**src/hw/rtl/smbe_pkg.sv**
```systemverilog
// smbe_pkg: shared constants, phase codes and payload types of the spi byte engine
// no dependencies; imported by every module of the block
package smbe_pkg;

    localparam int WORD_BITS  = 8;
    localparam int PHASE_W    = 3;
    localparam int BITS_W     = 4;
    localparam int TICK_W     = 8;
    localparam int CFG_IDX_W  = 2;
    localparam int CFG_DATA_W = 8;
    localparam int QUEUE_DEPTH = 2;
    localparam int QPTR_W     = 1;
    localparam int QCNT_W     = 2;

    // per-bit phases, tail is the trailing gap after the last bit
    localparam logic [PHASE_W-1:0] PH_MOSI   = 3'd0;
    localparam logic [PHASE_W-1:0] PH_RISE   = 3'd1;
    localparam logic [PHASE_W-1:0] PH_SAMPLE = 3'd2;
    localparam logic [PHASE_W-1:0] PH_FALL   = 3'd3;
    localparam logic [PHASE_W-1:0] PH_TAIL   = 3'd4;

    // configuration register indexes
    localparam logic [CFG_IDX_W-1:0] CFG_PHASE_TICKS = 2'd0;
    localparam logic [CFG_IDX_W-1:0] CFG_INVERT      = 2'd1;

    localparam logic [TICK_W-1:0] PHASE_TICKS_RST = 8'd4;
    localparam logic              INVERT_RST      = 1'b1;

    // request type codes
    localparam logic REQ_TICK = 1'b0;
    localparam logic REQ_CMD  = 1'b1;

    typedef struct packed {
        logic                 is_cmd;
        logic [WORD_BITS-1:0] tx_byte;
        logic                 frame_start;
        logic                 frame_end;
        logic                 miso;
    } t_smbe_op;

    typedef struct packed {
        logic                 cs_pin;
        logic                 sck_pin;
        logic                 mosi_pin;
        logic                 busy_res;
        logic                 rx_valid;
        logic [WORD_BITS-1:0] rx_byte;
        logic                 cmd_rejected;
    } t_smbe_res;

    typedef struct packed {
        logic [TICK_W-1:0] phase_ticks;
        logic              invert_outputs;
    } t_smbe_cfg;

endpackage

```
**src/hw/rtl/smbe_if.sv**
```systemverilog
// smbe_if: valid/ready channel interfaces for requests, results and config writes
// depends on smbe_pkg for widths
interface smbe_req_if;
    logic                           valid;
    logic                           ready;
    logic                           req_type;
    logic [smbe_pkg::WORD_BITS-1:0] tx_byte;
    logic                           frame_start;
    logic                           frame_end;
    logic                           miso_level;

    modport source (output valid, req_type, tx_byte, frame_start, frame_end, miso_level,
                    input ready);
    modport sink   (input valid, req_type, tx_byte, frame_start, frame_end, miso_level,
                    output ready);
endinterface

interface smbe_res_if;
    logic                           valid;
    logic                           ready;
    logic                           cs_pin;
    logic                           sck_pin;
    logic                           mosi_pin;
    logic                           busy_res;
    logic                           rx_valid;
    logic [smbe_pkg::WORD_BITS-1:0] rx_byte;
    logic                           cmd_rejected;

    modport source (output valid, cs_pin, sck_pin, mosi_pin, busy_res, rx_valid, rx_byte,
                    cmd_rejected, input ready);
    modport sink   (input valid, cs_pin, sck_pin, mosi_pin, busy_res, rx_valid, rx_byte,
                    cmd_rejected, output ready);
endinterface

interface smbe_cfg_if;
    logic                            valid;
    logic                            ready;
    logic [smbe_pkg::CFG_IDX_W-1:0]  reg_index;
    logic [smbe_pkg::CFG_DATA_W-1:0] wr_data;

    modport source (output valid, reg_index, wr_data, input ready);
    modport sink   (input valid, reg_index, wr_data, output ready);
endinterface

```
**src/hw/rtl/smbe_front.sv**
```systemverilog
// smbe_front: accepts request items and classifies them into engine ops
// depends on smbe_pkg and smbe_if
module smbe_front (
    smbe_req_if.sink            i_req,
    output logic                o_push,
    output smbe_pkg::t_smbe_op  o_op,
    input  logic                i_q_ready
);
    import smbe_pkg::*;

    // ticks carry only miso, commands only their byte and frame flags
    always_comb begin
        o_op.is_cmd      = (i_req.req_type == REQ_CMD);
        o_op.tx_byte     = o_op.is_cmd ? i_req.tx_byte : '0;
        o_op.frame_start = o_op.is_cmd & i_req.frame_start;
        o_op.frame_end   = o_op.is_cmd & i_req.frame_end;
        o_op.miso        = ~o_op.is_cmd & i_req.miso_level;
    end

    assign i_req.ready = i_q_ready;
    assign o_push      = i_req.valid & i_q_ready;

endmodule

```
**src/hw/rtl/smbe_queue.sv**
```systemverilog
// smbe_queue: two-entry op queue between front and back
// depends on smbe_pkg
module smbe_queue (
    input  logic               i_clk,
    input  logic               i_rst_n,
    input  logic               i_push,
    input  smbe_pkg::t_smbe_op i_op,
    output logic               o_ready,
    output logic               o_valid,
    output smbe_pkg::t_smbe_op o_op,
    input  logic               i_pop
);
    import smbe_pkg::*;

    t_smbe_op            r_mem [QUEUE_DEPTH];
    logic [QPTR_W-1:0]   r_wr_ptr;
    logic [QPTR_W-1:0]   r_rd_ptr;
    logic [QCNT_W-1:0]   r_count;

    assign o_ready = (r_count != QCNT_W'(QUEUE_DEPTH));
    assign o_valid = (r_count != '0);
    assign o_op    = r_mem[r_rd_ptr];

    always_ff @(posedge i_clk) begin
        if (!i_rst_n) begin
            r_wr_ptr <= '0;
            r_rd_ptr <= '0;
            r_count  <= '0;
        end else begin
            if (i_push) begin
                r_wr_ptr <= r_wr_ptr + QPTR_W'(1);
            end
            if (i_pop) begin
                r_rd_ptr <= r_rd_ptr + QPTR_W'(1);
            end
            r_count <= r_count + QCNT_W'(i_push) - QCNT_W'(i_pop);
        end
    end

    always_ff @(posedge i_clk) begin
        if (i_push) begin
            r_mem[r_wr_ptr] <= i_op;
        end
    end

    a_no_overflow: assert property (@(posedge i_clk) disable iff (!i_rst_n)
        r_count <= QCNT_W'(QUEUE_DEPTH))
        else $error("op queue count out of range");

    a_pop_nonempty: assert property (@(posedge i_clk) disable iff (!i_rst_n)
        i_pop |-> o_valid)
        else $error("op queue popped while empty");

    a_push_notfull: assert property (@(posedge i_clk) disable iff (!i_rst_n)
        i_push |-> o_ready)
        else $error("op queue pushed while full");

endmodule

```
**src/hw/rtl/smbe_back.sv**
```systemverilog
// smbe_back: spi bit engine, one op a cycle unless the result stalls; registers the result item
// depends on smbe_pkg and smbe_if
module smbe_back (
    input  logic                i_clk,
    input  logic                i_rst_n,
    input  smbe_pkg::t_smbe_cfg i_cfg,
    input  logic                i_q_valid,
    input  smbe_pkg::t_smbe_op  i_op,
    output logic                o_pop,
    smbe_res_if.source          o_res
);
    import smbe_pkg::*;

    logic                 r_busy,  n_busy;
    logic [PHASE_W-1:0]   r_phase, n_phase;
    logic [TICK_W-1:0]    r_tick,  n_tick;
    logic [BITS_W-1:0]    r_bits,  n_bits;
    logic [WORD_BITS-1:0] r_tx,    n_tx;
    logic [WORD_BITS-1:0] r_rx,    n_rx;
    logic                 r_cs,    n_cs;
    logic                 r_sck,   n_sck;
    logic                 r_mosi,  n_mosi;
    logic                 r_endp,  n_endp;

    logic                 r_out_valid;
    t_smbe_res            r_out, n_out;

    logic [TICK_W-1:0]    limit;
    logic [TICK_W:0]      tc;

    assign o_pop = i_q_valid & (~r_out_valid | o_res.ready);

    always_comb begin
        n_busy  = r_busy;
        n_phase = r_phase;
        n_tick  = r_tick;
        n_bits  = r_bits;
        n_tx    = r_tx;
        n_rx    = r_rx;
        n_cs    = r_cs;
        n_sck   = r_sck;
        n_mosi  = r_mosi;
        n_endp  = r_endp;
        n_out.rx_valid     = 1'b0;
        n_out.rx_byte      = '0;
        n_out.cmd_rejected = 1'b0;
        limit = (i_cfg.phase_ticks == '0) ? TICK_W'(1) : i_cfg.phase_ticks;
        tc    = {1'b0, r_tick} + (TICK_W+1)'(1);

        if (o_pop) begin
            if (i_op.is_cmd) begin
                if (r_busy) begin
                    n_out.cmd_rejected = 1'b1;
                end else begin
                    if (i_op.frame_start) begin
                        n_cs = 1'b1;
                    end
                    n_tx    = i_op.tx_byte;
                    n_rx    = '0;
                    n_bits  = BITS_W'(WORD_BITS);
                    n_phase = PH_MOSI;
                    n_tick  = '0;
                    n_endp  = i_op.frame_end;
                    n_busy  = 1'b1;
                end
            end else if (r_busy) begin
                if (tc < {1'b0, limit}) begin
                    n_tick = tc[TICK_W-1:0];
                end else begin
                    n_tick = '0;
                    case (r_phase)
                        PH_MOSI: begin
                            n_mosi  = r_tx[WORD_BITS-1];
                            n_phase = PH_RISE;
                        end
                        PH_RISE: begin
                            n_sck   = 1'b1;
                            n_phase = PH_SAMPLE;
                        end
                        PH_SAMPLE: begin
                            n_rx    = {r_rx[WORD_BITS-2:0], i_op.miso};
                            n_tx    = {r_tx[WORD_BITS-2:0], 1'b0};
                            n_phase = PH_FALL;
                        end
                        PH_FALL: begin
                            n_sck   = 1'b0;
                            n_bits  = r_bits - BITS_W'(1);
                            n_phase = (n_bits == '0) ? PH_TAIL : PH_MOSI;
                        end
                        default: begin
                            // trailing gap done, report the byte
                            n_out.rx_valid = 1'b1;
                            n_out.rx_byte  = r_rx;
                            if (r_endp) begin
                                n_cs = 1'b0;
                            end
                            n_endp  = 1'b0;
                            n_busy  = 1'b0;
                            n_phase = PH_MOSI;
                        end
                    endcase
                end
            end
        end

        n_out.cs_pin   = ~n_cs ^ i_cfg.invert_outputs;
        n_out.sck_pin  = n_sck ^ i_cfg.invert_outputs;
        n_out.mosi_pin = n_mosi ^ i_cfg.invert_outputs;
        n_out.busy_res = n_busy;
    end

    always_ff @(posedge i_clk) begin
        if (!i_rst_n) begin
            r_busy      <= 1'b0;
            r_phase     <= PH_MOSI;
            r_tick      <= '0;
            r_bits      <= '0;
            r_tx        <= '0;
            r_rx        <= '0;
            r_cs        <= 1'b0;
            r_sck       <= 1'b0;
            r_mosi      <= 1'b0;
            r_endp      <= 1'b0;
            r_out_valid <= 1'b0;
        end else begin
            r_busy      <= n_busy;
            r_phase     <= n_phase;
            r_tick      <= n_tick;
            r_bits      <= n_bits;
            r_tx        <= n_tx;
            r_rx        <= n_rx;
            r_cs        <= n_cs;
            r_sck       <= n_sck;
            r_mosi      <= n_mosi;
            r_endp      <= n_endp;
            r_out_valid <= o_pop | (r_out_valid & ~o_res.ready);
        end
    end

    always_ff @(posedge i_clk) begin
        if (o_pop) begin
            r_out <= n_out;
        end
    end

    assign o_res.valid        = r_out_valid;
    assign o_res.cs_pin       = r_out.cs_pin;
    assign o_res.sck_pin      = r_out.sck_pin;
    assign o_res.mosi_pin     = r_out.mosi_pin;
    assign o_res.busy_res     = r_out.busy_res;
    assign o_res.rx_valid     = r_out.rx_valid;
    assign o_res.rx_byte      = r_out.rx_byte;
    assign o_res.cmd_rejected = r_out.cmd_rejected;

    a_idle_phase: assert property (@(posedge i_clk) disable iff (!i_rst_n)
        !r_busy |-> (r_phase == PH_MOSI && r_endp == 1'b0))
        else $error("idle engine holds a stale phase or frame end");

    a_bits_range: assert property (@(posedge i_clk) disable iff (!i_rst_n)
        r_bits <= BITS_W'(WORD_BITS))
        else $error("bit counter above word size");

    a_rx_ends_busy: assert property (@(posedge i_clk) disable iff (!i_rst_n)
        (r_out_valid && r_out.rx_valid) |-> !r_out.busy_res && !r_out.cmd_rejected)
        else $error("received byte reported while still busy");

    a_reject_busy: assert property (@(posedge i_clk) disable iff (!i_rst_n)
        (o_pop && i_op.is_cmd && r_busy) |=> (r_busy && $stable(r_tx)))
        else $error("rejected command disturbed the transfer");

endmodule

```
**src/hw/rtl/spi_master_byte_engine.sv**
```systemverilog
// spi_master_byte_engine: top level of the spi mode-0 byte engine
// depends on smbe_pkg, smbe_if, smbe_front, smbe_queue and smbe_back
//
//  channel  | dir | handshake     | payload
//  ---------+-----+---------------+---------------------------------------------------
//  i_req    | in  | valid/ready   | req_type, tx_byte, frame_start, frame_end, miso_level
//  o_res    | out | valid/ready   | cs/sck/mosi pins, busy_res, rx_valid, rx_byte, cmd_rejected
//  i_cfg    | in  | valid/ready   | reg_index (0 phase_ticks, 1 invert_outputs), wr_data
//
// one item per cycle sustained while o_res is not stalled: each item is applied to the
// engine state by the phase/tick update in the back engine
// an accepted item is written to a queue entry, then its result to the result register
// reset is synchronous and active low; no clearing pass, the engine is ready right away
// a stalled result holds in the result register while the two-entry queue absorbs items
module spi_master_byte_engine (
    input  logic       i_clk,
    input  logic       i_rst_n,
    smbe_req_if.sink   i_req,
    smbe_res_if.source o_res,
    smbe_cfg_if.sink   i_cfg
);
    import smbe_pkg::*;

    // configuration registers; the user must write them only while no item is in flight, the block does not enforce it
    t_smbe_cfg r_cfg;

    logic      push;
    t_smbe_op  push_op;
    logic      q_ready;
    logic      q_valid;
    t_smbe_op  q_op;
    logic      pop;

    assign i_cfg.ready = 1'b1;

    always_ff @(posedge i_clk) begin
        if (!i_rst_n) begin
            r_cfg.phase_ticks    <= PHASE_TICKS_RST;
            r_cfg.invert_outputs <= INVERT_RST;
        end else if (i_cfg.valid) begin
            case (i_cfg.reg_index)
                CFG_PHASE_TICKS: r_cfg.phase_ticks    <= i_cfg.wr_data[TICK_W-1:0];
                CFG_INVERT:      r_cfg.invert_outputs <= i_cfg.wr_data[0];
                default: begin
                    // unknown register, write dropped
                end
            endcase
        end
    end

    // front: accept and classify request items
    smbe_front u_front (
        .i_req     (i_req),
        .o_push    (push),
        .o_op      (push_op),
        .i_q_ready (q_ready)
    );

    // short queue decoupling acceptance from the engine
    smbe_queue u_queue (
        .i_clk   (i_clk),
        .i_rst_n (i_rst_n),
        .i_push  (push),
        .i_op    (push_op),
        .o_ready (q_ready),
        .o_valid (q_valid),
        .o_op    (q_op),
        .i_pop   (pop)
    );

    // back: phase sequencer, shifters and result register
    smbe_back u_back (
        .i_clk     (i_clk),
        .i_rst_n   (i_rst_n),
        .i_cfg     (r_cfg),
        .i_q_valid (q_valid),
        .i_op      (q_op),
        .o_pop     (pop),
        .o_res     (o_res)
    );

endmodule
```
**src/flat_wrapper.sv**
```systemverilog
// flat-port wrapper written by rule: the top's interface ports become plain ports
module spi_master_byte_engine_flat import smbe_pkg::*;
  (i_clk, i_rst_n, i_req_valid, i_req_req_type, i_req_tx_byte, i_req_frame_start, i_req_frame_end, i_req_miso_level, i_req_ready, o_res_valid, o_res_cs_pin, o_res_sck_pin, o_res_mosi_pin, o_res_busy_res, o_res_rx_valid, o_res_rx_byte, o_res_cmd_rejected, o_res_ready, i_cfg_valid, i_cfg_reg_index, i_cfg_wr_data, i_cfg_ready);
  smbe_req_if i_req_i ();
  smbe_res_if o_res_i ();
  smbe_cfg_if i_cfg_i ();
  input  logic i_clk;
  input  logic i_rst_n;
  input wire logic [$bits(i_req_i.valid)-1:0] i_req_valid;
  input wire logic [$bits(i_req_i.req_type)-1:0] i_req_req_type;
  input wire logic [$bits(i_req_i.tx_byte)-1:0] i_req_tx_byte;
  input wire logic [$bits(i_req_i.frame_start)-1:0] i_req_frame_start;
  input wire logic [$bits(i_req_i.frame_end)-1:0] i_req_frame_end;
  input wire logic [$bits(i_req_i.miso_level)-1:0] i_req_miso_level;
  output wire logic [$bits(i_req_i.ready)-1:0] i_req_ready;
  output wire logic [$bits(o_res_i.valid)-1:0] o_res_valid;
  output wire logic [$bits(o_res_i.cs_pin)-1:0] o_res_cs_pin;
  output wire logic [$bits(o_res_i.sck_pin)-1:0] o_res_sck_pin;
  output wire logic [$bits(o_res_i.mosi_pin)-1:0] o_res_mosi_pin;
  output wire logic [$bits(o_res_i.busy_res)-1:0] o_res_busy_res;
  output wire logic [$bits(o_res_i.rx_valid)-1:0] o_res_rx_valid;
  output wire logic [$bits(o_res_i.rx_byte)-1:0] o_res_rx_byte;
  output wire logic [$bits(o_res_i.cmd_rejected)-1:0] o_res_cmd_rejected;
  input wire logic [$bits(o_res_i.ready)-1:0] o_res_ready;
  input wire logic [$bits(i_cfg_i.valid)-1:0] i_cfg_valid;
  input wire logic [$bits(i_cfg_i.reg_index)-1:0] i_cfg_reg_index;
  input wire logic [$bits(i_cfg_i.wr_data)-1:0] i_cfg_wr_data;
  output wire logic [$bits(i_cfg_i.ready)-1:0] i_cfg_ready;
  assign i_req_i.valid = i_req_valid;
  assign i_req_i.req_type = i_req_req_type;
  assign i_req_i.tx_byte = i_req_tx_byte;
  assign i_req_i.frame_start = i_req_frame_start;
  assign i_req_i.frame_end = i_req_frame_end;
  assign i_req_i.miso_level = i_req_miso_level;
  assign i_req_ready = i_req_i.ready;
  assign o_res_valid = o_res_i.valid;
  assign o_res_cs_pin = o_res_i.cs_pin;
  assign o_res_sck_pin = o_res_i.sck_pin;
  assign o_res_mosi_pin = o_res_i.mosi_pin;
  assign o_res_busy_res = o_res_i.busy_res;
  assign o_res_rx_valid = o_res_i.rx_valid;
  assign o_res_rx_byte = o_res_i.rx_byte;
  assign o_res_cmd_rejected = o_res_i.cmd_rejected;
  assign o_res_i.ready = o_res_ready;
  assign i_cfg_i.valid = i_cfg_valid;
  assign i_cfg_i.reg_index = i_cfg_reg_index;
  assign i_cfg_i.wr_data = i_cfg_wr_data;
  assign i_cfg_ready = i_cfg_i.ready;
  spi_master_byte_engine u_core (.i_clk(i_clk), .i_rst_n(i_rst_n), .i_req(i_req_i), .o_res(o_res_i), .i_cfg(i_cfg_i));
endmodule
```
**config.mk**
```make
export PLATFORM = sky130hd
export DESIGN_NAME = spi_master_byte_engine_flat
export DESIGN_NICKNAME = d
export VERILOG_FILES = /design/src/hw/rtl/smbe_pkg.sv /design/src/hw/rtl/smbe_if.sv /design/src/hw/rtl/smbe_front.sv /design/src/hw/rtl/smbe_queue.sv /design/src/hw/rtl/smbe_back.sv /design/src/hw/rtl/spi_master_byte_engine.sv /design/src/flat_wrapper.sv
export SDC_FILE = /design/constraint.sdc
export NUM_CORES = 1
export LEC_CHECK = 0
export ABC_AREA = 1
export CELL_PAD_IN_SITES_DETAIL_PLACEMENT = 1
export CELL_PAD_IN_SITES_GLOBAL_PLACEMENT = 1
export CORE_MARGIN = 4
export CORE_UTILIZATION = 47
export CTS_CLUSTER_SIZE = 30
export DETAILED_ROUTE_END_ITERATION = 16
export DONT_BUFFER_PORTS = 1
export PLACE_DENSITY = 0.82
export SLEW_MARGIN = 20
export SYNTH_ARGS = -nofsm -noshare
export SYNTH_HDL_FRONTEND = slang
export SYNTH_SLANG_ARGS = --single-unit
```
**constraint.sdc**
```tcl
create_clock -name i_clk -period 2.9 [get_ports i_clk]
set_input_delay 0.58 -clock i_clk [delete_from_list [all_inputs] [get_ports i_clk]]
set_output_delay 0.58 -clock i_clk [all_outputs]
set_load 0.005 [all_outputs]
```
==> results.txt, run 1 <==
* Result of the run: finished clean
* Per-cell via count in the routed design: 5.16
- By area the synthesized netlist is led by edfxtp_1 (27%), dfxtp_1 (24%), nand2_1 (12%), nor2_1 (7.4%), inv_1 (6.8%).
- For this run, the register share of the synthesized area comes to 0.513.
* Clock insertion delay at the later pin of the skew report: between 0.3 and 0.4 ns
- Clock sink count: 89
- For this run, the top clock speed supported by timing is 366 MHz.
* Clock tree from TritonCTS: yes
- Register share of total power: 0.468
* Number of buffers on the longest clock path: 2
- Met3 demand-to-capacity share in global routing: 0.0304
- Setup bufs post-CTS: 0
- Detailed placement HPWL: just under 7000 microns
- Count of placed standard cells in the final layout, fillers left out: about 640
- The endpoint identified for the worst register-to-register timing path is u_core.u_back.r_tx[1].
- Number of buffers added by the clock tree synthesis step: 9
- Post-synthesis adder-cell area fraction: 0.0386
- Entering global routing, the biggest net connects 32 pins.
* Synth warn: 0
- The number of placed instances, taps included, is about 620.
- Max_slew headroom: 0.471
* Register-to-register setup slack: approximately 0.17 ns
* Post-synthesis cell type count: 38
* Horizontal extent of the die: ~100 microns
* Filler instances: 1,060
- Critical-path maximum fanout: 14
- The routed layout has between 3,000 and 4,000 vias.
- STA puts the critical path data required time at about 3.2 ns.
* Global-route usage over all layers: 0.195
- The share of the synthesized area in compound gates (AO/OA/AOI/OAI) came to 0.0757.
* Source of the worst hold timing path: i_req_req_type
* Max-cap check violation count: 0
* Arrival time at the worst endpoint: 2.99 ns
- Setup-failing EPs final: 0
- Number of synthesized flops with an enable pin: 38
- Logic gate share of total power: 0.300
- The startpoint identified for the worst register-to-register timing path is u_core.u_back.r_tick[1].
- Share of final-layout standard cells stronger than drive strength 1: 0.0835
- In this run, the number of DRC markers left after iteration 0 of detailed routing was about 120.
* Total DRC errors in the routed layout: 0
- Global route total overflow: 0
- Dividing the detail-routed wire length by the instance count gives between 15 and 20 microns.
- Between clock sinks in the finished design, the worst skew comes to between 0.01 and 0.015 ns.
- Most common cell after layout, fill and taps aside: nand2_1
- Synthesized instance count: 520
* Number of port buffers: 0
* Combinational family with the most area after synthesis: simple AND/OR/NAND/NOR gates
- Synth Register Bits: slightly below 90
- The first detailed-routing pass ran for 4 iterations.
- Of the total power, the clock network draws 0.232.
- The number of nets in the synthesized netlist is 560.
- Clock-pin slew was measured on the worst setup and hold paths at 0.08 ns.
* Switching pwr: roughly 0.0014 W
* Antenna Violating Nets Remaining: 0
- The number of antenna violations at the first check in global routing was 0.
- 0 antenna diodes ended up in the layout.
- Of the post-synthesis cell area, the dominant cell type holds 0.271.
* Final number of hold-violating endpoints: 0
- Type of origin of the critical path: flop
- Row generation in the floorplan step produced 34 rows.
* Number of global-route vias before repair: around 3,400
- Int Pwr: between 0.002 and 0.0025 W
- After synthesis, the share of flip-flops with an asynchronous set or reset is 0.
- XOR/XNOR Fraction of Synth Area: 0.0145
- The routed design could run at a clock period as short as between 2 and 3 ns.
- VDD IR-drop max: 0.398 mV
- At the pin with the least slew margin, the transition time is approximately 0.79 ns.
- Of the total power, the share spent switching nets is 0.372.
- Overall power consumption after layout is estimated at approximately 0.0037 W.
- In the global route stage, met1 resource usage came out at 0.244.
- In the finished design, the share of the clock period the worst path needs comes to 0.942.
- For this run, the leading register cell type out of synthesis is dfxtp_1.
* Height of the die: 103 microns
* Most congested layer reported by global routing: met2
* Post-synthesis mux area share: 0
- IO Count: 44
* Worst min-delay path class: input pin to flop
- In the layout the commonest cells are nand2_1 (131), nor2_1 (81), inv_1 (76).
- The H-tree was split into 3 levels.
- Crit Path Category: flop to flop
* Nets: 562
* Core area: about 8700 sq um
* Effective utilization at floorplan: 0.483
* P&R area growth vs syn: 7.63%
- Post-synthesis cell area: ~4200 sq um
* Leakage: 2.04 nW
* Depth of the worst register-to-register path: 15
- End of the critical path: u_core.u_back.r_tx[1]
- Routability-driven placement finished with a final weighted congestion of 0.832.
* Post-Syn Area per Cell: between 8 and 9 sq um
- In this run the power density over the cells is 820 nW/um^2.
* Cell at the root of the clock tree: clkbuf_8
* Post-synthesis cell type with the largest combined area: edfxtp_1
- Crit path capture type: flop
- Wire length of the first global-routing pass: 16,000 microns
- The routed design has 9530 microns of wire.
- For met2 alone, demand over resource in global routing was 0.337.
- The number of max-slew violations in the final report was 0.
* Start point of the critical path: u_core.u_back.r_tick[1]
- Of the total synthesized cell area, the portion taken by AND, OR, NAND and NOR gates is 0.268.
- The die covers about 11,000 sq um.
- Setup repair after global routing missed its margin: yes
worst min path at each step:
stage,endpoint,cells past startpoint
after floorplan,flop,1
after global placement,u_core.u_queue.r_rd_ptr,1
after detailed placement,u_core.u_queue.r_rd_ptr,1
after CTS,u_core.r_cfg[3],1
after global routing,u_core.u_queue.r_mem[0][11],0
final,u_core.u_queue.r_mem[0][11],0
flip-flops by register name (all words and copies together), names as in the netlist, 2 cells and up, named ones only:
name and flops:
u_core.u_back.r_tx 8, u_core.u_back.r_phase 3, u_core.u_back.r_bits 4, u_core.u_queue.r_mem 24, u_core.u_back.o_res.rx_byte 8, u_core.r_cfg 9, u_core.u_back.r_tick 8, u_core.u_queue.r_count 2
u_core.u_back.r_rx 8
stage by stage:
step                cell area, sq um  worst slack, ns  setup TNS [ns]  utilization  hold WS, ns
detailed placement              4310            0.126               0        0.495        0.449
finish                          4540            0.167               0        0.520        0.314
global route                    4540          -0.0609          -0.671        0.520        0.300
floorplan                       4220            0.499               0            -        0.426
CTS                             4510           0.0629               0        0.517        0.298
global placement                4310            0.236               0        0.495        0.438
cells in the mapped netlist, types with 3 or more instances:
cell type  instances
nand3_1           15
xor2_1             5
o21ai_0           14
ha_1              13
nor2_1            83
o21a_1             7
nand2_2            3
dfxtp_1           51
nor3_1             3
a21oi_1           21
nand2_1          132
clkbuf_1          10
edfxtp_1          38
a31oi_1            7
nand4_1           11
inv_1             76
timing repair:
action / CTS / global route
gates resized for setup: 0 / 7
hold buffers: 0 / 0
endpoints found under the setup margin: 0 / 39
area by class of cell:
| cell class | instances | area (sq um) | share of cell area |
|---|---|---|---|
| Tap cell | 108 | 135 | 0.0298 |
| Clock inverter | 5 | 63.8 | 0.0141 |
| Inverter | 79 | 297 | 0.0654 |
| Timing Repair Buffer | 6 | 45.0 | 0.00993 |
| Multi-Input combinational cell | 337 | 1700 | 0.375 |
| Sequential cell | 89 | 2160 | 0.477 |
| Clock buffer | 11 | 131 | 0.0290 |
worst max-delay path, cell delays in order (launching register included):
cell	delay [ns]
dfxtp_1	0.37
ha_2	0.21
nand3_2	0.12
nor2_1	0.14
xnor2_1	0.15
inv_1	0.06
ha_1	0.30
nand2_1	0.08
nor2_2	0.14
nand3b_1	0.09
nor2_1	0.13
nand2_2	0.12
nand3_4	0.15
nand3_2	0.30
nor2_1	0.20
nor2_1	0.06
metal layers:
metal,share of wire,wire length [microns]
met3,0.025,238
met2,0.50,4720
met1,0.46,4390
met4,0.020,187
met5,0,0
logic make-up after synthesis:
group                    count (synthesis)
other                                    1
XOR/XNOR                                 7
flip-flops                              89
AO/OA/AOI/OAI                           55
adder cells (fa/ha/maj)                 13
AND/OR/NAND/NOR                        260
buffers and inverters                   95
power by group through the flow:
stage | combinational [W] | sequential [W] | clock [W]
3_5_place_dp | 0.00109 | 0.00177 | 0
2_1_floorplan | 0.000835 | 0.00172 | 0
6_report | 0.00111 | 0.00174 | 0.000864
3_3_place_gp | 0.00104 | 0.00176 | 0
5_1_grt | 0.00127 | 0.00178 | 0.000937
4_1_cts | 0.00111 | 0.00175 | 0.000883
Note: power is estimated with default switching activity, not from simulation.
==> run 2: changes to the inputs <==
==> constraint.sdc (replaced) <==
create_clock -name i_clk -period 3.01 [get_ports i_clk]
set_input_delay 0.602 -clock i_clk [delete_from_list [all_inputs] [get_ports i_clk]]
set_output_delay 0.602 -clock i_clk [all_outputs]
set_load 0.005 [all_outputs]
==> results.txt, run 2 (synthesized netlist as in run 1, its figures left out) <==
- The flow ran to the end, and the final reports show no timing, DRC or antenna violations.
- The total inserted antenna cells is 0 (unchanged).
- The maximum count of clock buffers along a single path came to 2 (unchanged).
* Clock group share of total power: 0.232 (about the same)
* Final period utilization: 0.908 (-0.0343)
- Met2 Usage GRT: 0.332 (-0.00497)
* H-Tree Depth: 3 (unchanged)
- The filler cell count in the final layout was 1,082 (+2.1%).
- Areal power density over the cells: 791 nW/um^2 (-3.5%)
- Switching pwr: 0.00134 W (-3.1%)
* Nets: 562 (unchanged)
- The share of cells above drive strength 1 was 0.0778 (-0.00569).
- Number of flip-flops in the largest register: 24 (unchanged)
* Per-cell via count in the routed design: 5.16 (about the same)
- Wire length of the first global-routing pass: 16,000 microns (-0.34%)
* Core area: 8720 sq um (unchanged)
- Least setup slack across all paths after layout: 0.277 ns (+0.110 ns)
- The portion of total power attributed to sequential cells was 0.467 (about the same).
- Max-cap check violation count: 0 (unchanged)
- The data required time at the worst endpoint was 3.13 ns (-0.03 ns).
- Most common cell after layout, fill and taps aside: nand2_1
- The final number of setup-violating endpoints came to 0 (unchanged).
- The total power of the final layout came to 0.00359 W (-3.4%).
- The wire length after detailed routing came to 9420 microns (-1.2%).
- Met3 demand-to-capacity share in global routing: 0.0359 (+0.00541)
- The switching part of the total is 0.373 (+0.00119).
- VDD IR-drop max: 0.399 mV (about the same)
- Global route total overflow: 0 (unchanged)
- The multi-input gate area in the final layout was 1710 sq um (+0.29%).
* Post-Place Setup Slack: 0.209 ns (+0.0835 ns)
- Full die area: 10,500 sq um (unchanged)
- The critical path data arrival time was 2.85 ns (-0.14 ns).
- The final design instance area without fill came to 4540 sq um (about the same).
- Worst Tran Pin Value: 0.806 ns (+0.0128 ns)
- Via count: 3,276 (-0.031%)
- The area used by sequential logic in the layout was 2160 sq um (about the same).
* Logic gate share of total power: 0.302 (+0.002)
- The met1 usage in global routing came to 0.247 (+0.00268).
* Largest net degree at the start of global routing: 32 (unchanged)
* Crit Path Category: flop to flop
* Global-route usage over all layers: 0.193 (-0.00111)
- The number of max-slew violations in the final report was 0 (unchanged).
- The worst setup path is captured at a flop.
- Setup TNS: 0 ns (unchanged)
- Ranked by flip-flop count, first place goes to u_core.u_queue.r_mem.
* Upper clock frequency limit: 366 MHz (about the same)
- The min-delay analysis places its worst path in the category input pin to flop.
- Final clock skew: 0.00754 ns (-0.00550 ns)
- Setup repair after global routing left no endpoint under its margin.
* Detailed placement HPWL: 6870 microns (+1.3%)
* Post-route minimum period: 2.73 ns (+0.000392 ns)
- Antenna Violating Nets Remaining: 0 (unchanged)
- Total DRC errors in the routed layout: 0 (unchanged)
- Average routed wire per standard cell: 14.8 microns (-1.2%)
- The worst-path maximum fanout came to 9 (-5).
- The final RePlAce weighted congestion is 0.832 (unchanged).
- The number of sinks driven by the clock tree is 89 (unchanged).
* Hold path depth: 0 (unchanged)
* Number of buffers added by the clock tree synthesis step: 9 (unchanged)
* Depth of the worst register-to-register path: 17 (+2)
* Height of the die: 103 microns (unchanged)
* Leakage: 2.04 nW (about the same)
- The number of antenna violations at the first check in global routing was 0 (unchanged).
* Cell Rows: 34 (unchanged)
- Number of port buffers: 0 (unchanged)
- IO Count: 44 (unchanged)
- The cell-internal power is 0.00225 W (-3.6%).
* Most congested layer reported by global routing: met2
- The total placed instance area was 4310 sq um (unchanged).
- The floorplan die width was 103 microns (unchanged).
* Register-to-register setup slack: 0.28 ns (+0.11 ns)
* Cell at the root of the clock tree: clkbuf_8
- The post-CTS setup repair buffer count is 0 (unchanged).
* Number of global-route vias before repair: 3,389 (+0.53%)
* Type of origin of the critical path: flop
- The largest registers in the layout are u_core.u_queue.r_mem (24), u_core.r_cfg (9).
* Clock insertion delay at the later pin of the skew report: 0.36 ns (about the same)
* Max_slew headroom: 0.462 (-0.00856)
* Most frequent cells in the layout: nand2_1 (132), nor2_1 (82), inv_1 (76)
* Number of DRC violations after detailed-routing iteration 0: 100 (-18%)
* Clock edge transition at the registers on the reported setup and hold paths: 0.09 ns (about the same)
- Number of search-and-repair iterations in the first detailed-routing pass: 6 (+2)
- Effective utilization at floorplan: 0.483 (unchanged)
- The total count of hold-check failures in the final report came to 0 (unchanged).
- Clock tree from TritonCTS: yes
- P&R area growth vs syn: 7.69% (about the same)
==> run 2: timing repair <==
item                                    CTS  global route
endpoints found under the setup margin    0            29
resized for setup                         0             5
hold endpoints to repair                  0             0
hold buffers                              0             0
==> run 2: per-layer routing <==
layer,part of all wire,up-vias
met5,0,-
met4,0.015,0
met3,0.030,12
met2,0.49,49
met1,0.46,1566
li1,-,1649
==> run 2: final timing paths <==
check,start,endpoint
hold reg to reg,u_core.u_queue.r_rd_ptr,u_core.u_queue.r_rd_ptr
setup / recovery,u_core.u_back.r_tick[1],u_core.u_back.o_res.sck_pin
hold / removal,i_req_req_type,u_core.u_queue.r_mem[0][11]
setup reg to reg,u_core.u_back.r_tick[1],u_core.u_back.o_res.sck_pin
==> run 2: power by group through the flow <==
stage	Clock, W	Sequential, W	Combinational, W
floorplan	0	0.00166	0.000805
detailed placement	0	0.00171	0.00105
CTS	0.000852	0.00168	0.00106
global route	0.000906	0.00171	0.00124
global placement	0	0.00169	0.00100
finish	0.000832	0.00168	0.00108
==> run 2: worst max-delay path, cell delays in order (launching register included) <==
cell and delay (ns):
dfxtp_1 0.37, ha_1 0.21, nand3_2 0.13, nor2_1 0.14, xnor2_1 0.16, inv_1 0.07, ha_1 0.29, nand2_1 0.07
nor2_2 0.13, nand3b_1 0.09, nor2_1 0.15, nand2_2 0.13, nand2_4 0.14, nand3_1 0.09, nand2_1 0.14, nand2_1 0.07
nand2_1 0.06, nand2_1 0.06
==> run 2: metrics by stage <==
step,hold slack [ns],utilization,instances
global placement,0.438,0.495,618
detailed placement,0.449,0.495,618
global route,0.317,0.521,635
finish,0.338,0.521,635
floorplan,0.426,-,520
CTS,0.323,0.517,634
==> run 2: area by class of cell <==
class | instances | share of cell area
Clock buffer | 11 | 0.0289
Clock inverter | 5 | 0.0138
Inverter | 79 | 0.0653
Multi-Input combinational cell | 337 | 0.376
Sequential cell | 89 | 0.477
Tap cell | 108 | 0.0298
Timing Repair Buffer | 6 | 0.00992
==> run 3: changes to the inputs <==
--- a/config.mk
+++ b/config.mk
@@ -13,7 +13,7 @@
 export CTS_CLUSTER_SIZE = 30
 export DETAILED_ROUTE_END_ITERATION = 16
 export DONT_BUFFER_PORTS = 1
-export PLACE_DENSITY = 0.82
+export PLACE_DENSITY_LB_ADDON = 0.1
 export SLEW_MARGIN = 20
 export SYNTH_ARGS = -nofsm -noshare
 export SYNTH_HDL_FRONTEND = slang
==> results.txt, run 3 (synthesized netlist as in run 1, its figures left out) <==
- Number of buffers added by the clock tree synthesis step: 9 (unchanged)
- The worst register-to-register path begins at u_core.u_back.r_tick[0].
- Final period utilization: 0.908 (about the same)
- Most frequent cells in the layout: nand2_1 (132), nor2_1 (83), inv_1 (76)
* Cell at the root of the clock tree: clkbuf_8
* Depth of the worst register-to-register path: 14 (-3)
- Antenna Violating Nets Remaining: 0 (unchanged)
- The number of standard-cell rows in the floorplan was 34 (unchanged).
* Global route total overflow: 0 (unchanged)
* Via count: 3,201 (-2.3%)
- Multi-input combinational cell area: 1700 sq um (-0.15%)
- The number of buffers added to fix hold violations after cts is 0 (unchanged).
* Full die area: 10,500 sq um (unchanged)
- Crit path capture type: flop
- The switching part of the total came to 0.373 (about the same).
- The effective utilization at floorplan came to 0.483 (unchanged).
- Average routed wire per standard cell: 14.7 microns (-1.2%)
- Leakage: 2.04 nW (about the same)
- Setup bufs post-CTS: 0 (unchanged)
* Instance count after placement with tap cells included: 618 (unchanged)
- The wire length after detailed routing is 9310 microns (-1.2%).
* Worst min-delay path class: input pin to flop
- Register share of total power: 0.466 (about the same)
* Count of placed standard cells in the final layout, fillers left out: 635 (unchanged)
* Worst EP required: 3.22 ns (+0.09 ns)
* Setup-failing EPs final: 0 (unchanged)
- Global-route usage over all layers: 0.193 (-0.000909)
- The final setup TNS is 0 ns (unchanged).
- The area used by sequential logic in the layout came to 2160 sq um (about the same).
* Core area: 8720 sq um (unchanged)
- The layout net count was 562 (unchanged).
- Antenna Cells: 0 (unchanged)
- The flow ran to the end, and the final reports show no timing, DRC or antenna violations.
- Max_slew headroom: 0.479 (+0.0167)
- Number of flip-flops in the largest register: 24 (unchanged)
- The layout-stage area growth over the synthesis result is 7.60% (about the same).
- Register name with the most flops: u_core.u_queue.r_mem
* Largest net degree at the start of global routing: 32 (unchanged)
- Critical-path maximum fanout: 9 (unchanged)
* Setup repair after global routing missed its margin: no
- Final number of max-transition violations: 0 (unchanged)
* Most common cell after layout, fill and taps aside: nand2_1
* Arrival time at the worst endpoint: 2.94 ns (+0.09 ns)
- Placer congestion estimate: 0.797 (-4.2%)
- The critical path is of the flop to flop type.
- Clock group share of total power: 0.232 (about the same)
- The via density per instance came to 5.04 (-2.3%).
- The largest registers in the layout are u_core.u_queue.r_mem (24), u_core.r_cfg (9).
- Start point of the critical path: u_core.u_back.r_tick[0]
- Clock insertion delay at the later pin of the skew report: 0.36 ns (about the same)
- Post-route minimum period: 2.73 ns (+0.000187 ns)
- The filler cell count in the final layout is 1,064 (-1.7%).
- Share of final-layout standard cells stronger than drive strength 1: 0.0740 (-0.00380)
- VDD IR-drop max: 0.400 mV (+0.29%)
* Worst Tran Pin Value: 0.781 ns (-0.0250 ns)
- Final clock skew: 0.0185 ns (+0.0109 ns)
- Clock tree from TritonCTS: yes
- Number of DRC violations after detailed-routing iteration 0: 95 (-5.0%)
- The power spent charging and discharging nets was 0.00134 W (-0.14%).
* Source of the worst hold timing path: i_rst_n
- The maximum clock rate is 366 MHz (about the same).
- Int Pwr: 0.00225 W (-0.23%)
- Number of port buffers: 0 (unchanged)
- The number of top-level pins was 44 (unchanged).
- The max-cap violation count is 0 (unchanged).
* Wire length of the first global-routing pass: 15,800 microns (-1.3%)
- Clock sink count: 89 (unchanged)
- The combinational group share of total power was 0.303 (about the same).
- Clock edge transition at the registers on the reported setup and hold paths: 0.09 ns (about the same)
- The maximum count of clock buffers along a single path was 2 (unchanged).
* Areal power density over the cells: 791 nW/um^2 (-0.12%)
- The post-DP HPWL is 6520 microns (-5.1%).
- The floorplan die width was 103 microns (unchanged).
* Height of the die: 103 microns (unchanged)
* Final number of hold-violating endpoints: 0 (unchanged)
* H-Tree Depth: 3 (unchanged)
- Type of origin of the critical path: flop
- Number of global-route vias before repair: 3,261 (-3.8%)
- The final routed DRC violation total was 0 (unchanged).
- Hold path depth: 2 (+2)
- Antenna violations before repair: 0 (unchanged)
- Number of search-and-repair iterations in the first detailed-routing pass: 4 (-2)
-- run 3: cell types whose count changed in the layout (fill, tap and decap cells not counted), sizes merged --
cell    delta
clkinv     +1
clkbuf     -1
-- run 3: what timing repair did --
| action | 4_1_cts | 5_1_grt |
|---|---|---|
| endpoints found under the hold margin | 0 | 0 |
| endpoints found under the setup margin | 0 | 11 |
| resized for setup | 0 | 3 |
-- run 3: layer usage --
layer / vias up / GRT usage / routed length, microns
met5: - / 0 / 0
met4: 0 / 0.0525 / 118
met3: 11 / 0.0440 / 241
met2: 39 / 0.319 / 4550
met1: 1506 / 0.254 / 4400
li1: 1645 / - / -
-- run 3: worst max-delay path: stages (launching register included) --
cell and delay (ns):
dfxtp_1 0.40, ha_1 0.24, nand3_2 0.12, nor2_1 0.13
xnor2_1 0.15, inv_1 0.07, ha_1 0.30, nand2_1 0.06
nor2_1 0.15, nand3b_1 0.12, nor2_1 0.15, nand2_2 0.13
nand2_4 0.13, nand4_2 0.25, nor2_1 0.19
-- run 3: worst paths after layout --
| path | end | slack, ns |
|---|---|---|
| setup reg to reg | u_core.u_back.o_res.rx_byte[4] | 0.28 |
| hold / removal | u_core.u_queue.r_count[0] | 0.34 |
| setup / recovery | u_core.u_back.o_res.rx_byte[4] | 0.28 |
| hold reg to reg | u_core.u_queue.r_rd_ptr | 0.47 |
-- run 3: area by class of cell --
class | instances | area share
clock buffer | 10 | 0.0281
clock inverter | 6 | 0.0146
inverter | 79 | 0.0654
multi-input combinational | 337 | 0.375
sequential | 89 | 0.477
tap | 108 | 0.0298
timing repair buffer | 6 | 0.00993
-- run 3: stage by stage --
| stage | utilization | power, W | setup WS (ns) | cell area [sq um] | hold WS, ns |
|---|---|---|---|---|---|
| final | 0.520 | 0.00359 | 0.277 | 4540 | 0.341 |
| after global routing | 0.520 | 0.00387 | 0.0486 | 4540 | 0.315 |
| after CTS | 0.517 | 0.00361 | 0.181 | 4510 | 0.323 |
| after detailed placement | 0.495 | 0.00276 | 0.282 | 4310 | 0.454 |
| after global placement | 0.495 | 0.00270 | 0.307 | 4310 | 0.438 |
| after floorplan | - | 0.00246 | 0.609 | 4220 | 0.426 |
-- run 3: power groups by stage --
stage | logic, W | registers [W] | clock network [W]
4_1_cts | 0.00107 | 0.00168 | 0.000862
5_1_grt | 0.00125 | 0.00170 | 0.000918
3_5_place_dp | 0.00106 | 0.00170 | 0
2_1_floorplan | 0.000805 | 0.00166 | 0
3_3_place_gp | 0.00101 | 0.00169 | 0
6_report | 0.00108 | 0.00167 | 0.000831
